### config.mk
export PLATFORM = sky130hd
export DESIGN_NAME = csp_div_step
export DESIGN_NICKNAME = d
export VERILOG_FILES = /design/src/rtl/csp_pkg.sv /design/src/rtl/csp_div_step.sv
export SDC_FILE = /design/constraint.sdc
export NUM_CORES = 1
export LEC_CHECK = 0
export ABC_CLOCK_PERIOD_IN_PS = 1090
export BUFFER_PORTS_ARGS = -buffer_cell sky130_fd_sc_hd__buf_2
export CAP_MARGIN = 5
export CORE_AREA = 2 2 202 204
export CTS_BUF_LIST = sky130_fd_sc_hd__clkbuf_4 sky130_fd_sc_hd__clkbuf_8 sky130_fd_sc_hd__clkbuf_16
export DETAILED_ROUTE_END_ITERATION = 8
export DIE_AREA = 0 0 204 206
export GPL_TIMING_DRIVEN = 0
export PLACE_DENSITY = 0.69
export REMOVE_ABC_BUFFERS = 1
export SYNTH_ARGS = -nofsm -noshare
export SYNTH_HDL_FRONTEND = slang
export SYNTH_SLANG_ARGS = --single-unit
export TNS_END_PERCENT = 30
### constraint.sdc
create_clock -name clk -period 1.09 [get_ports clk]
set_input_delay 0.0545 -clock clk [delete_from_list [all_inputs] [get_ports clk]]
set_output_delay 0.0545 -clock clk [all_outputs]
set_load 0.05 [all_outputs]
### src/rtl/csp_pkg.sv
`timescale 1ns / 1ps
package csp_pkg;

	localparam int unsigned DirW   = 32;
	localparam int unsigned CfgW   = 31;
	localparam int unsigned SumW   = 64;
	localparam int unsigned NumW   = 63;
	localparam int unsigned QuotW  = 31;
	localparam int unsigned SqrtSteps = SumW / 2;
	localparam int unsigned IdxW   = 8;

	localparam logic [IdxW-1:0] RegRadius     = IdxW'(0);
	localparam logic [IdxW-1:0] RegHalfHeight = IdxW'(1);

	localparam logic [CfgW-1:0] RadiusReset     = CfgW'(65536);
	localparam logic [CfgW-1:0] HalfHeightReset = CfgW'(65536);

	// square root lane state
	typedef struct packed {
		logic [SumW-1:0] x;
		logic [SumW-1:0] res;
		logic [NumW-1:0] num_x;
		logic [NumW-1:0] num_y;
		logic            neg_x;
		logic            neg_y;
		logic [DirW-1:0] pz;
	} sq_t;

	// divider lane state
	typedef struct packed {
		logic [NumW-1:0]  rem_x;
		logic [NumW-1:0]  rem_y;
		logic [QuotW-1:0] q_x;
		logic [QuotW-1:0] q_y;
		logic [DirW-1:0]  div;
		logic             nz;
		logic             neg_x;
		logic             neg_y;
		logic [DirW-1:0]  pz;
	} dv_t;

endpackage

### src/rtl/csp_div_step.sv
`timescale 1ns / 1ps
module csp_div_step import csp_pkg::*; #(
	parameter int unsigned I = 0
) (
	input  logic clk,
	input  logic arst_n,
	input  logic en,
	input  logic v_in,
	input  dv_t  d_in,
	output logic v_out,
	output dv_t  d_out
);
	dv_t             nxt;
	logic [NumW-1:0] shifted;

	always_comb begin
		nxt     = d_in;
		shifted = NumW'(d_in.div) << I;
		if (d_in.rem_x >= shifted) begin
			nxt.rem_x  = d_in.rem_x - shifted;
			nxt.q_x[I] = 1'b1;
		end
		if (d_in.rem_y >= shifted) begin
			nxt.rem_y  = d_in.rem_y - shifted;
			nxt.q_y[I] = 1'b1;
		end
	end

	always_ff @(posedge clk or negedge arst_n) begin
		if (!arst_n) begin
			v_out <= 1'b0;
		end else if (en) begin
			v_out <= v_in;
		end
	end

	always_ff @(posedge clk) begin
		if (en) begin
			d_out <= nxt;
		end
	end
endmodule

Word level (Yosys, flattened, before mapping)
Cells that the tools add are included.
{"block": "op_classes", "add_sub_neg": 2, "order_cmp": 2, "n_div": 0, "mux": 2, "n_shift": 0, "mul": 0, "eq_ne": 0, "n_bitwise": 0, "n_reduce_logical": 0}
{"op": "$ge 63x32->1", "count": 2}
{"op": "$mux 63", "count": 2}
{"op": "$sub 63x32->63", "count": 2}
{"block": "totals", "mem_count": 0, "elab_cells": 18, "output_inout_bits": 256, "inputBits": 259, "latch_bits": 0, "romBits": 0, "register_bits": 256, "ramBits": 0}

Logic depth before layout (Yosys ltp)
{"block": "depth", "word_depth": 2, "depth_mapped": 13}

Least setup slack after synthesis
Ideal clock, no wire load.
{"block": "synth_path", "kind": "input -> register", "from": "input port d_in[129] (netlist name)", "to": "register d_out[191] (netlist name), data pin", "arrival_time_ns": 2.667, "path_stages": 12, "slack_ns": -1.837, "setup_ns": 0.259, "path_buffers": 0, "cell_sequence": "inv_1 -> ha_1 -> inv_1 -> fa_1 -> a211oi_1 -> o21bai_1 -> a221o_1 -> a311o_1 -> a211o_1 -> a21boi_1 -> o2111ai_1 -> xnor2_1"}
{"element": "from (decl)", "line_no": "csp_div_step.sv:9", "source": "input dv_t d_in,"}
{"element": "to (signal assigned)", "line_no": "csp_div_step.sv:39", "source": "d_out <= nxt;"}
{"element": "to (decl)", "line_no": "csp_div_step.sv:11", "source": "output dv_t d_out"}

==> results.ini <==
[cts]
numCtsBuffers = 30
tritoncts = yes
cts_root_buffer = clkbuf_16
htree_levels = 1
clk_path_buf_depth = 3
clock_latency_ns = 0.57
numClockSinks = 256
cts.reportedPaths.clkPinSlew_ns = 0.06

[global_route]
antenna_found_initial = 10
grt_pass1_vias = 13647
met1_usage_pct = 29.6
busiest_layer = met2
use_met3_pct = 4.04
grt_max_degree = 112
gr-usage-met2_pct = 43.3
overflow = 0
grt_first_pass_wirelength_um = 78400
grt_usage_pct = 24.2

[drt]
wl_um = 61700
dr.pass1.iters = 5
num_vias = 14712
ant_nets = 0
drc = 0
drt-initial-drc-count = 1252
viasPerCell = 5.39
routedWlPerCell_um = 22.6

[floorplan]
core_area_mm2 = 0.0402
die_y_um = 206
ioPinCount = 515
initial_utilization_pct = 34.9
dieArea_mm2 = 0.0420
core.rowCount = 74
die_w_um = 204

[layout]
final_area_mm2 = 0.0247
area_growth_pct = 76.0
fin_cells = 2728
final_util_pct = 61.4
drive_gt1_share_pct = 45.9
fin_nets = 2495
seq_area_mm2 = 0.00768
multi_input_area_mm2 = 0.00803
fill_cells = 2981

[critical_path]
rr_worst_depth = 1
crit_type = primary input to register
crit_path_start_kind = primary input
crit_required_ns = 1.45
critical_path_arrival_ns = 2.85
cp_max_fo = 5
cp-end-kind = register
timing.rr.start = v_out$_DFFE_PN0P_
rr_endpoint = v_out$_DFFE_PN0P_
r2r_slack_ns = 0.32

[sta]
whs_ns = -0.0905
fin_crit_ns = 2.49
fin_skew_ns = 0
tightest_slew_ns = 1.01
slew_headroom_pct = 30.7
rsz0062_at_grt = true
post-route-period-util_pct = 229
drv_slew = 0
fmax_ghz = 0.401
setup_ws_ns = -1.40
hold_violations = 13
setup_viol_count_final = 384

[yosys]
ys_seq_area_share_pct = 54.8
synth-edff-count = 255
synthTopCellsByArea = edfxtp_1 55%, ha_1 5.9%, xor2_1 5.1%, nand2_1 3.6%, o21ai_0 3.3%
yosysTopAreaCell = edfxtp_1
synth-warning-count = 0
yosysUniqueCellTypes = 69
syn-cell-area_mm2 = 0.0140
syn_avg_cell_area_um2 = 11.2
synth-seq-cells = 256
synth_flop_cell = edfxtp_1
async_reset_ff_share_pct = 0.391
yosysTopAreaCellShare_pct = 54.7
synth_cells = 1255

[pwr]
p_sw_share_pct = 35.4
seqPwrFrac_pct = 36.7
power_switching_mw = 11.9
pwr-share-clk_pct = 30.2
vdd_ir_drop_max_v = 0.00116
p_comb_share_pct = 33.1
power_mw = 33.8
p_per_area_mw_per_mm2 = 1370
p_leak_nw = 9.82
p_int_mw = 21.8

[place]
globalplace.congestion = 0.922
dp.cells = 2256
place_ws_ns = -2.71
port_buffers = 514
placed_area_mm2 = 0.0172
post-dp-hpwl_um = 38100

[run_status]
violations = negative hold slack, negative setup slack
status = finished, violations left

[min_path]
hold_start = en
hold_depth = 1
hold_path.class = primary input to register
min_to = d_out[253]$_DFFE_PP_

[run]
maxCapViolations = 0

[metrics by stage]
step | TNS, ns | hold WS, ns
3_5_place_dp | -337.79 | -0.164
2_1_floorplan | -342.64 | -0.241
6_report | -181.30 | -0.0905
3_3_place_gp | -1485.54 | -0.166
4_1_cts | -177.82 | -0.227
5_1_grt | -199.85 | -0.0756
[power groups by stage]
stage	clock, mW	sequential [mW]	combinational, mW
final	10.2	12.4	11.2
after global routing	10.8	12.5	11.7
after CTS	10.4	12.4	9.75
after detailed placement	0	12.5	8.47
after global placement	0	12.6	8.39
after floorplan	0	16.0	2.27
[synthesized netlist by cell type (4+ instances only)]
| cell type | number |
|---|---|
| a211o_1 | 5 |
| a211oi_1 | 10 |
| a21o_1 | 22 |
| a21oi_1 | 66 |
| a31oi_1 | 10 |
| and3_1 | 4 |
| buf_2 | 4 |
| clkbuf_1 | 41 |
| edfxtp_1 | 255 |
| ha_1 | 66 |
| inv_1 | 51 |
| mux2_2 | 5 |
| nand2_1 | 136 |
| nand2b_1 | 12 |
| nand3_1 | 24 |
| nand4_1 | 24 |
| nand4b_1 | 5 |
| nor2_1 | 73 |
| nor2b_1 | 5 |
| nor3_1 | 46 |
| nor4_1 | 33 |
| nor4_2 | 8 |
| nor4b_1 | 5 |
| o2111ai_1 | 4 |
| o211ai_1 | 6 |
| o21a_1 | 11 |
| o21ai_0 | 93 |
| o21ai_1 | 5 |
| o21bai_1 | 5 |
| o31a_1 | 5 |
| o31ai_1 | 10 |
| or2_2 | 5 |
| or3_1 | 15 |
| or4_1 | 13 |
| xnor2_1 | 34 |
| xor2_1 | 81 |
[layout by cell type (no fill, tap or decap), types with 38 or more instances in the layout]
cell type	instances
buf_2	481
edfxtp_1	255
dlygate4sd3_1	266
a21oi_1	47
o21ai_2	43
clkbuf_16	38
buf_6	55
nand2_1	120
buf_4	88
nor2_1	67
xor2_1	79
[cell type report]
type	count	area share, %
Tap cell	532	2.70
Antenna cell	7	0.0711
Timing Repair Buffer	925	28.5
Inverter	51	0.944
Sequential cell	256	31.2
Clock inverter	16	0.741
Multi-Input combinational cell	904	32.6
Clock buffer	37	3.26
[cells by family (layout without fill, tap and decap cells)]
kind of cell	Yosys count	after routing	share of synthesized area [%]
AOI/OAI and AO/OA	284	286	12.9
xor gates and xnor gates	115	115	7.19
adders and majority gates	68	68	6.18
buffers and inverters	101	1029	2.85
DFF	256	256	54.8
muxes	6	6	0.473
other	0	7	0
and+or+nand+nor	425	429	15.6
[worst max-delay path, stage by stage]
cell	delay, ns
buf_8	0.10
inv_6	0.05
ha_4	0.13
inv_2	0.03
fa_2	0.39
a211oi_4	0.27
o21bai_2	0.09
a221o_2	0.40
buf_4	0.16
a21oi_4	0.19
a21oi_4	0.10
o21a_4	0.25
buf_8	0.15
buf_4	0.14
o31ai_2	0.33
[sequential cells by signal, indices dropped and copies added, names as in the netlist]
register,flops
d_out,255
v_out,1
[routing by layer]
metal,wire length (µm),up-vias
met5,37,-
met4,2400,6
met3,4370,195
met2,31500,795
met1,23400,7130
li1,-,6586
[worst max-delay path by stage]
| stage | start | to | depth (start not counted) |
|---|---|---|---|
| floorplan | d_in[36] | d_out[234]$_DFFE_PP_ | 10 |
| global placement | d_in[66] | d_out[250]$_DFFE_PP_ | 11 |
| detailed placement | d_in[49] | d_out[185]$_DFFE_PP_ | 11 |
| CTS | d_in[129] | d_out[191]$_DFFE_PP_ | 13 |
| global route | d_in[129] | d_out[165]$_DFFE_PP_ | 14 |
| finish | d_in[129] | d_out[175]$_DFFE_PP_ | 15 |
[repair_timing]
action                                  4_1_cts  5_1_grt
hold endpoints to repair                    322       22
gates resized for setup                     167      395
setup buffers                                31      100
pin swaps                                    33      145
hold buffers                                265        2
endpoints found under the setup margin      384      384
cloned                                        2       17
Power figures use the tool's default switching activity.
