[config.mk]
export PLATFORM = sky130hd
export DESIGN_NAME = csp_sqrt_step
export DESIGN_NICKNAME = d
export VERILOG_FILES = /design/src/rtl/csp_pkg.sv /design/src/rtl/csp_sqrt_step.sv
export SDC_FILE = /design/constraint.sdc
export NUM_CORES = 1
export LEC_CHECK = 0
export BUFFER_PORTS_ARGS = -buffer_cell sky130_fd_sc_hd__buf_2
export CAP_MARGIN = 10
export CORE_AREA = 8 8 222 224
export CTS_BUF_LIST = sky130_fd_sc_hd__clkbuf_16
export CTS_CLUSTER_SIZE = 14
export DETAILED_ROUTE_END_ITERATION = 6
export DIE_AREA = 0 0 230 232
export SLEW_MARGIN = 20
export SYNTH_ARGS = -nofsm -noshare
export SYNTH_HDL_FRONTEND = slang
export SYNTH_SLANG_ARGS = --single-unit
[constraint.sdc]
create_clock -name clk -period 0.8 [get_ports clk]
set_input_delay 0.08 -clock clk [delete_from_list [all_inputs] [get_ports clk]]
set_output_delay 0.08 -clock clk [all_outputs]
set_load 0.005 [all_outputs]
[src/rtl/csp_pkg.sv]
`timescale 1ns / 1ps
package csp_pkg;

	localparam int unsigned DirW   = 32;
	localparam int unsigned CfgW   = 31;
	localparam int unsigned SumW   = 64;
	localparam int unsigned NumW   = 63;
	localparam int unsigned QuotW  = 31;
	localparam int unsigned SqrtSteps = SumW / 2;
	localparam int unsigned IdxW   = 8;

	localparam logic [IdxW-1:0] RegRadius     = IdxW'(0);
	localparam logic [IdxW-1:0] RegHalfHeight = IdxW'(1);

	localparam logic [CfgW-1:0] RadiusReset     = CfgW'(65536);
	localparam logic [CfgW-1:0] HalfHeightReset = CfgW'(65536);

	// square root lane state
	typedef struct packed {
		logic [SumW-1:0] x;
		logic [SumW-1:0] res;
		logic [NumW-1:0] num_x;
		logic [NumW-1:0] num_y;
		logic            neg_x;
		logic            neg_y;
		logic [DirW-1:0] pz;
	} sq_t;

	// divider lane state
	typedef struct packed {
		logic [NumW-1:0]  rem_x;
		logic [NumW-1:0]  rem_y;
		logic [QuotW-1:0] q_x;
		logic [QuotW-1:0] q_y;
		logic [DirW-1:0]  div;
		logic             nz;
		logic             neg_x;
		logic             neg_y;
		logic [DirW-1:0]  pz;
	} dv_t;

endpackage

[src/rtl/csp_sqrt_step.sv]
`timescale 1ns / 1ps
module csp_sqrt_step import csp_pkg::*; #(
	parameter int unsigned K = 0
) (
	input  logic clk,
	input  logic arst_n,
	input  logic en,
	input  logic v_in,
	input  sq_t  d_in,
	output logic v_out,
	output sq_t  d_out
);
	localparam logic [SumW-1:0] Bit = SumW'(1) << (SumW - 2 - 2 * K);

	sq_t             nxt;
	logic [SumW-1:0] trial;

	always_comb begin
		nxt   = d_in;
		trial = d_in.res + Bit;
		if (d_in.x >= trial) begin
			nxt.x   = d_in.x - trial;
			nxt.res = (d_in.res >> 1) + Bit;
		end else begin
			nxt.res = d_in.res >> 1;
		end
	end

	always_ff @(posedge clk or negedge arst_n) begin
		if (!arst_n) begin
			v_out <= 1'b0;
		end else if (en) begin
			v_out <= v_in;
		end
	end

	always_ff @(posedge clk) begin
		if (en) begin
			d_out <= nxt;
		end
	end
endmodule

# == After elaboration in Yosys (flattened, before gate mapping) ==
# Cells that the tools add are included.
# word_totals
register_bits,289
wordCells,15
# op_classes
add_sub_neg,3
order_cmp,1
mux,2
# ops
op,count
$add A63 B63 Y64 const B,1
$add A64 B63 Y64 const B,1
$ge A64 B64 Y1,1
$mux W64,1
$sub A64 B64 Y64,1
$mux W63,1

# == Logic depth before layout (Yosys ltp) ==
# Gate-level depths: netlist of the first run.
# depth
ltp_word,3
mapped_depth,15
ltp_nobuf,13

# == Worst setup path after synthesis of the first run ==
# Ideal clock, no wire load.
# synth_timing
path_type,input to register
from,input port d_in[224] in the netlist's numbering
to,"register d_out[277] in the netlist's numbering, data pin"
arrival_ns,2.646
path_slack_ns,-2.108
path_stages,13
path_buffers,2
cell_sequence,inv_1 -> ha_1 -> fa_1 -> nand2b_1 -> a21oi_1 -> o21ai_1 -> o21ba_1 -> a31oi_4 -> o211ai_1 -> a31oi_1 -> buf_4 -> buf_4 -> mux2_1
# synth_rtl
element,line,source
start: declaration,csp_sqrt_step.sv:9,"input sq_t d_in,"
end signal: assignment,csp_sqrt_step.sv:39,d_out <= nxt;
end: declaration,csp_sqrt_step.sv:11,output sq_t d_out

==> flow_metrics.py, run 1 <==
metrics = {
    "status": {
        "status": "finished, violations left",
        "violations": "hold timing, setup timing",
    },
    "placed_design": {
        "hpwl_um": 48900,
        "gp_congestion": 0.880,
        "io_buffers": 580,
        "numPlacedInstances": 2582,
    },
    "setup_path": {
        "timing.rr.end": "v_out$_DFFE_PN0P_",
        "r2r-start": "v_out$_DFFE_PN0P_",
        "cp-end-kind": "flip-flop",
        "max_stage_delay_ns": 0.39,
        "critical_path_peak_fanout": 5,
        "worstPathRequired_ns": 1.08,
        "worstSetupPathType": "in2reg",
        "start_kind": "input pin",
        "r2r_cells": 1,
        "crit_start": "d_in[229]",
        "regToRegSetupSlack_ns": 0.06,
        "cpMaxStageDelayCell": "a2111oi_4",
        "critPathArrivalTime_ns": 2.66,
        "crit_path_cell_trace": "buf_6, ha_4, a21o_1, or3_4, buf_6, o21ai_4, a21oi_4, nand2b_4, a2111oi_4, nor2_4, a21oi_4, a21oi_2, or3b_1",
        "cp-endpoint": "d_out[286]$_DFFE_PP_",
    },
    "synthesis": {
        "ys.flop_type": "edfxtp_1",
        "async_flop_share_pct": 0.346,
        "synth_edf_count": 288,
        "synth_area_leaders": "edfxtp_1, ha_1, a21oi_1",
        "syn-cell-area_mm2": 0.0139,
        "synthSimpleGateAreaFrac_pct": 7.81,
        "synth_compound_gate_area_share_pct": 12.5,
        "synth_fp_nets": 1438,
        "ys_top_cells_by_count": "edfxtp_1, a21oi_1, inv_1, nand2_1, ha_1",
        "synth_top_family_by_area": "compound AO/OA/AOI/OAI gates",
        "seq_area_frac_synth_pct": 62.3,
        "synth_cells": 1081,
        "synth_top_area_share_pct": 62.1,
        "synth_fa_ha_area_share_pct": 5.90,
        "synthXorXnorAreaFrac_pct": 3.52,
        "synth_mux_area_share_pct": 4.28,
        "avgSynthCellArea_um2": 12.9,
        "synth_warnings": 0,
        "synth_most_common_cell": "edfxtp_1",
        "yosys.area.top_type": "edfxtp_1",
        "synth.ff_latch_count": 289,
        "synth_cell_types": 68,
    },
    "clocking": {
        "htreeDepth": 2,
        "clkSinkCount": 289,
        "cts_made_buffers": 35,
        "cts_buffer_depth": 3,
        "cts_tree": "built",
        "clk_pin_slew_ns": 0.06,
        "cts-root-buf": "clkbuf_16",
        "cts_hold_buf": 277,
        "clk_latency_ns": 0.54,
    },
    "timing": {
        "max_slew.worst_pin.slew_ns": 0.526,
        "final.min_clock_period_ns": 2.38,
        "drv_slew": 0,
        "setup_viol_count_final": 355,
        "fin_ws_ns": -1.58,
        "max_freq_mhz": 420,
        "finalClockSkew_ns": 0,
        "period_share_pct": 297,
        "rsz0062_at_grt": "yes",
        "hold_viol": 9,
        "slew_headroom_pct": 64.9,
        "fin_hold_ws_ns": -0.0454,
    },
    "pwr": {
        "power.total_w": 0.0483,
        "pwr-share-seq_pct": 39.0,
        "powerDensity_mw_per_mm2": 1860,
        "p_leak_nw": 11.7,
        "clkPwrFrac_pct": 32.1,
        "p_sw_share_pct": 27.5,
        "ir_drop_uv": 1480,
        "p_switching_w": 0.0133,
        "p_comb_share_pct": 28.9,
        "internal_power_w": 0.0351,
    },
    "floorplan": {
        "die_w_um": 230,
        "pin_count": 581,
        "die_height_um": 232,
        "coreArea_mm2": 0.0459,
        "start_util_pct": 30.3,
        "die-area_mm2": 0.0534,
        "num_rows": 79,
    },
    "global_routing": {
        "grt_pass1_wl_um": 93300,
        "grt_pass1_vias": 14800,
        "grt-ovfl-total": 0,
        "grt_use_total_pct": 23.0,
        "grt_antenna_before_repair": 19,
        "grt_max_degree": 27,
    },
    "drt": {
        "drt-wirelength-per-cell_um": 21.9,
        "initialDrtViolationCount": 815,
        "drc": 0,
        "firstDrtPassIters": 5,
        "wl_um": 64900,
        "vias": 13900,
        "ant_nets": 0,
        "viasPerCell": 4.69,
    },
    "final_layout": {
        "seq_area_mm2": 0.00867,
        "multiInputGateArea_mm2": 0.00594,
        "synthToLayoutAreaGrowth_pct": 87.2,
        "fin_util_pct": 56.8,
        "fillers": 3749,
        "drive_above_1_share_pct": 52.6,
        "final_cells": 2962,
        "nets": 2679,
    },
    "worst_hold_path": {
        "min-delay-path-class": "in2reg",
    },
    "job": {
        "drv_cap": 0,
    },
}
## placed cells by master, fill, tap and decap left out, types with 5 or more instances in the layout
master	netlist	final
buf_2	4	548
buf_4	3	334
edfxtp_1	288	288
dlygate4sd3_1	0	276
inv_1	87	85
nand2_1	69	63
a21oi_1	101	62
mux2_4	0	50
buf_6	4	49
nor2_1	60	46
a21o_1	41	41
clkbuf_16	0	38
ha_1	64	37
xnor2_1	39	36
a21oi_2	0	35
o21ai_0	42	26
ha_4	0	22
nand4_1	21	21
xor2_1	17	17
buf_12	0	17
o21bai_1	17	15
o21ai_1	9	14
nor3_1	16	11
diode_2	0	10
nor2_4	0	9
inv_2	0	8
o211ai_1	8	8
o21ai_2	0	8
buf_8	0	8
nand3_1	10	6
nand2_2	0	6
nor2_2	1	6
clkinv_2	0	6
nor2b_1	7	5
nor3_2	1	5
ha_2	0	5
## power by group through the flow
| stage | combinational (W) | clock, W | sequential [W] |
|---|---|---|---|
| after global placement | 0.0106 | 0 | 0.0191 |
| after CTS | 0.0132 | 0.0158 | 0.0188 |
| after floorplan | 0.00423 | 0 | 0.0193 |
| final | 0.0139 | 0.0155 | 0.0189 |
| after detailed placement | 0.0107 | 0 | 0.0191 |
| after global routing | 0.0149 | 0.0164 | 0.0190 |
## state kept, by name, summed over array words and instances (netlist names)
| name | flops |
|---|---|
| v_out | 1 |
| d_out | 288 |
## stage by stage
step | setup TNS, ns | worst slack (ns) | cell area, µm²
2_1_floorplan | -120.19 | -1.89 | 14200
5_1_grt | -208.52 | -1.68 | 26100
3_3_place_gp | -165.22 | -2.48 | 20400
4_1_cts | -232.24 | -1.60 | 25300
3_5_place_dp | -170.15 | -2.47 | 20400
6_report | -190.99 | -1.58 | 26100
## routing by layer
metal,vias to the layer above,wire length [µm],global-route usage [%]
li1,6536,-,-
met1,6694,24400,25.3
met2,503,33400,41.8
met3,136,3940,5.33
met4,10,3050,10.5
met5,-,66,0
## worst min-delay path by stage
stage,start,to,slack (ns),depth (start not counted)
after global routing,d_in[249],d_out[249]$_DFFE_PP_,-0.06,3
final,d_in[251],d_out[251]$_DFFE_PP_,-0.05,3
after CTS,d_in[266],d_out[266]$_DFFE_PP_,-0.08,3
after global placement,arst_n,v_out$_DFFE_PN0P_,-0.14,1
after floorplan,arst_n,v_out$_DFFE_PN0P_,-0.22,0
after detailed placement,arst_n,v_out$_DFFE_PN0P_,-0.14,1
## area by class of cell
cell class	instances	area share [%]
clock buffers	35	3.36
well taps	607	2.91
clock inverters	25	0.840
inverters	87	1.31
diodes	10	0.0960
flip-flops and latches	289	33.3
multi-input cells	669	22.8
repair buffers	1240	35.4
## cells by family after synthesis
kind of cell,count (synthesis)
flops,289
compound gates,272
simple gates,223
buf+inv,123
fa+ha+maj,65
xor+xnor,56
mux,53
## critical path, delay by kind of cell
kind / cells / cell delay, ns
AO/OA/AOI/OAI: 6 / 1.09
buffers and inverters: 2 / 0.23
AND/OR/NAND/NOR: 4 / 1.01
adder cells (fa/ha/maj): 1 / 0.23
## repair_timing
action	CTS	global route
resized for setup	159	159
endpoints found under the setup margin	355	448
buffers inserted	14	19
cloned	5	3
pin swaps	32	55
endpoints found under the hold margin	299	9
(Power assumes the default switching activity.)
==> inputs of run 2 (changes only) <==
- ABC_AREA: not set -> 1
- CORE_AREA: 8 8 222 224 -> 8 8 221 223
- DIE_AREA: 0 0 230 232 -> 0 0 229 231
- RECOVER_POWER: not set -> 25
==> run 2 against run 1 <==
The flow finishes with violations (setup timing). Wire length increased by 20%. Global-route usage up 5.3 points. Register-to-register slack barely moved. First-iteration DRC count grew 42%. Clock power about the same. Cell area increased by 5.9%. Maximum frequency grew 46%. Cell count increased by 27%. Critical path depth increased by 3. Sequential power hardly changed. Clock skew unchanged.
==> flow_metrics.py, run 2 <==
metrics = {
    "drt": {
        "wl_um": 78100,
        "drc": 0,
        "initialDrtViolationCount": 1159,
        "firstDrtPassIters": 5,
        "ant_nets": 0,
        "vias": 17100,
        "drt-wirelength-per-cell_um": 20.8,
        "viasPerCell": 4.57,
    },
    "synthesis": {
        "synth_warnings": 0,
        "async_flop_share_pct": 0.346,
        "synth_top_area_share_pct": 54.5,
        "synth_cells": 1875,
        "synth_fp_nets": 2232,
        "synth_edf_count": 288,
        "avgSynthCellArea_um2": 8.47,
        "yosys.area.top_type": "edfxtp_1",
        "synth.ff_latch_count": 289,
        "synth_most_common_cell": "nand2_1",
        "synth_area_leaders": "edfxtp_1, nand2_1, inv_1",
        "ys_top_cells_by_count": "nand2_1, inv_1, edfxtp_1, nor2_1, nand3_1",
        "seq_area_frac_synth_pct": 54.6,
        "ys.flop_type": "edfxtp_1",
        "synth_cell_types": 35,
        "syn-cell-area_mm2": 0.0159,
    },
    "floorplan": {
        "die_height_um": 231,
        "die-area_mm2": 0.0529,
        "start_util_pct": 35.2,
        "num_rows": 78,
        "die_w_um": 229,
        "coreArea_mm2": 0.0451,
        "pin_count": 581,
    },
    "timing": {
        "finalClockSkew_ns": 0,
        "drv_slew": 0,
        "period_share_pct": 203,
        "slew_headroom_pct": 68.2,
        "hold_viol": 0,
        "final.min_clock_period_ns": 1.63,
        "rsz0062_at_grt": "yes",
        "max_slew.worst_pin.slew_ns": 0.475,
        "setup_viol_count_final": 581,
        "fin_hold_ws_ns": 0.0528,
        "fin_ws_ns": -0.827,
        "max_freq_mhz": 615,
    },
    "clocking": {
        "cts-root-buf": "clkbuf_16",
        "cts_buffer_depth": 3,
        "cts_tree": "built",
        "clkSinkCount": 289,
        "clk_pin_slew_ns": 0.05,
        "htreeDepth": 2,
        "cts_made_buffers": 35,
        "clk_latency_ns": 0.54,
    },
    "pwr": {
        "p_leak_nw": 14.1,
        "power.total_w": 0.0487,
        "ir_drop_uv": 1540,
        "powerDensity_mw_per_mm2": 1760,
    },
    "job": {
        "drv_cap": 0,
    },
    "setup_path": {
        "max_stage_delay_ns": 0.27,
        "critPathArrivalTime_ns": 1.92,
        "regToRegSetupSlack_ns": 0.06,
        "cp-end-kind": "flip-flop",
        "worstSetupPathType": "in2reg",
        "cpMaxStageDelayCell": "ha_4",
        "critical_path_peak_fanout": 29,
        "start_kind": "input pin",
        "crit_path_cell_trace": "clkbuf_1, inv_2, ha_4, nand2_1, nand2_2, inv_1, nand2_2, nand2_1, nand2_2, a21oi_2, nor2_2, nor2_4, nand2_8, buf_12, nand2_1, nand2_2",
        "path_common_cell": "nand2_2",
        "path_buf_inv": 4,
        "worstPathRequired_ns": 1.09,
        "path_delay_family": "simple AND/OR/NAND/NOR gates",
    },
    "global_routing": {
        "grt-ovfl-total": 0,
        "grt_antenna_before_repair": 12,
        "grt_pass1_wl_um": 113000,
        "grt_pass1_vias": 17900,
        "grt_max_degree": 30,
        "grt_use_total_pct": 28.3,
    },
    "placed_design": {
        "dpl_worst_slack_ns": -1.58,
        "io_buffers": 580,
        "numPlacedInstances": 3374,
        "hpwl_um": 60800,
        "gp_congestion": 0.967,
    },
    "status": {
        "status": "finished, violations left",
        "violations": "setup timing",
    },
    "final_layout": {
        "fin_util_pct": 61.2,
        "layout_common_cells": "nand2_1, buf_2, inv_1",
        "synthToLayoutAreaGrowth_pct": 73.8,
        "nets": 3473,
        "layout_commonest_cell": "nand2_1",
        "top_register": "d_out",
        "final_cells": 3749,
        "drive_above_1_share_pct": 39.1,
        "reg_top3": "d_out x288, v_out x1",
        "largest_register_ff_count": 288,
    },
    "worst_hold_path": {
        "min-delay-path-class": "in2reg",
    },
}
-- run 2: cell types whose count changed after synthesis, sizes merged, moves of 8 or more --
cell / change
nor2: +61
xor2: +13
o211ai: -8
a21oi: -57
a21o: -41
o21bai: -17
o21ai: -43
clkbuf: -25
mux2: -51
xnor2: -37
nand3: +80
inv: +320
nand2: +699
-- run 2: stage by stage --
stage	setup TNS [ns]	area, µm²
after global routing	-259.82	27600
final	-240.11	27600
after floorplan	-73.65	16000
after CTS	-248.08	27200
after global placement	-122.89	22200
after detailed placement	-126.49	22200
-- run 2: final timing paths --
| check | endpoint | cells past startpoint | start |
|---|---|---|---|
| worst max-delay path | d_out[248]$_DFFE_PP_ | 16 | d_in[203] |
| worst min-delay path | d_out[224]$_DFFE_PP_ | 5 | d_in[160] |
| worst max register to register | v_out$_DFFE_PN0P_ | 1 | v_out$_DFFE_PN0P_ |
| worst min register to register | v_out$_DFFE_PN0P_ | 1 | v_out$_DFFE_PN0P_ |
| max in group asynchronous | v_out$_DFFE_PN0P_ | 3 | arst_n |
| min in group asynchronous | v_out$_DFFE_PN0P_ | 3 | arst_n |
-- run 2: cell type report --
cell class / instances / area, µm²
antenna: 6 / 15.0
clock buffer: 36 / 901
clock inverter: 28 / 219
fill: 3937 / 17500
inverter: 408 / 1560
multi-input combinational: 1165 / 6620
sequential: 289 / 8670
tap: 600 / 751
timing repair buffer: 1217 / 8860
-- run 2: logic make-up (layout without fill, tap and decap cells) --
| family | count (synthesis) | count (layout) | synth area share [%] |
|---|---|---|---|
| mux | 1 | 1 | 0.0709 |
| simple gates | 1015 | 1015 | 26.3 |
| fa+ha+maj | 65 | 65 | 5.17 |
| compound gates | 52 | 52 | 1.69 |
| flops | 289 | 289 | 54.6 |
| buf+inv | 421 | 1689 | 10.4 |
| xor+xnor | 32 | 32 | 1.76 |
| other cells | 0 | 6 | 0 |
-- run 2: timing repair --
action / CTS / global route
pin swaps: 12 / 1
resized for setup: 215 / 74
hold endpoints to repair: 295 / 8
setup endpoints to repair: 355 / 583
setup buffers: 6 / 3
gates cloned: 2 / 2
hold buffers: 291 / 2
-- run 2: where the power goes --
group	total [W]	internal [W]	switching (W)	leakage [nW]
logic	0.0141	0.00668	0.00739	10.7
clock network	0.0157	0.00916	0.00650	0.576
registers	0.0190	0.0184	0.000511	2.83
total	0.0487	0.0343	0.0144	14.1
-- run 2: routing by layer --
layer,GRT usage [%],wire [µm]
met5,0,77
met2,51.3,40000
met4,9.38,2500
met1,33.2,30900
met3,5.53,4610
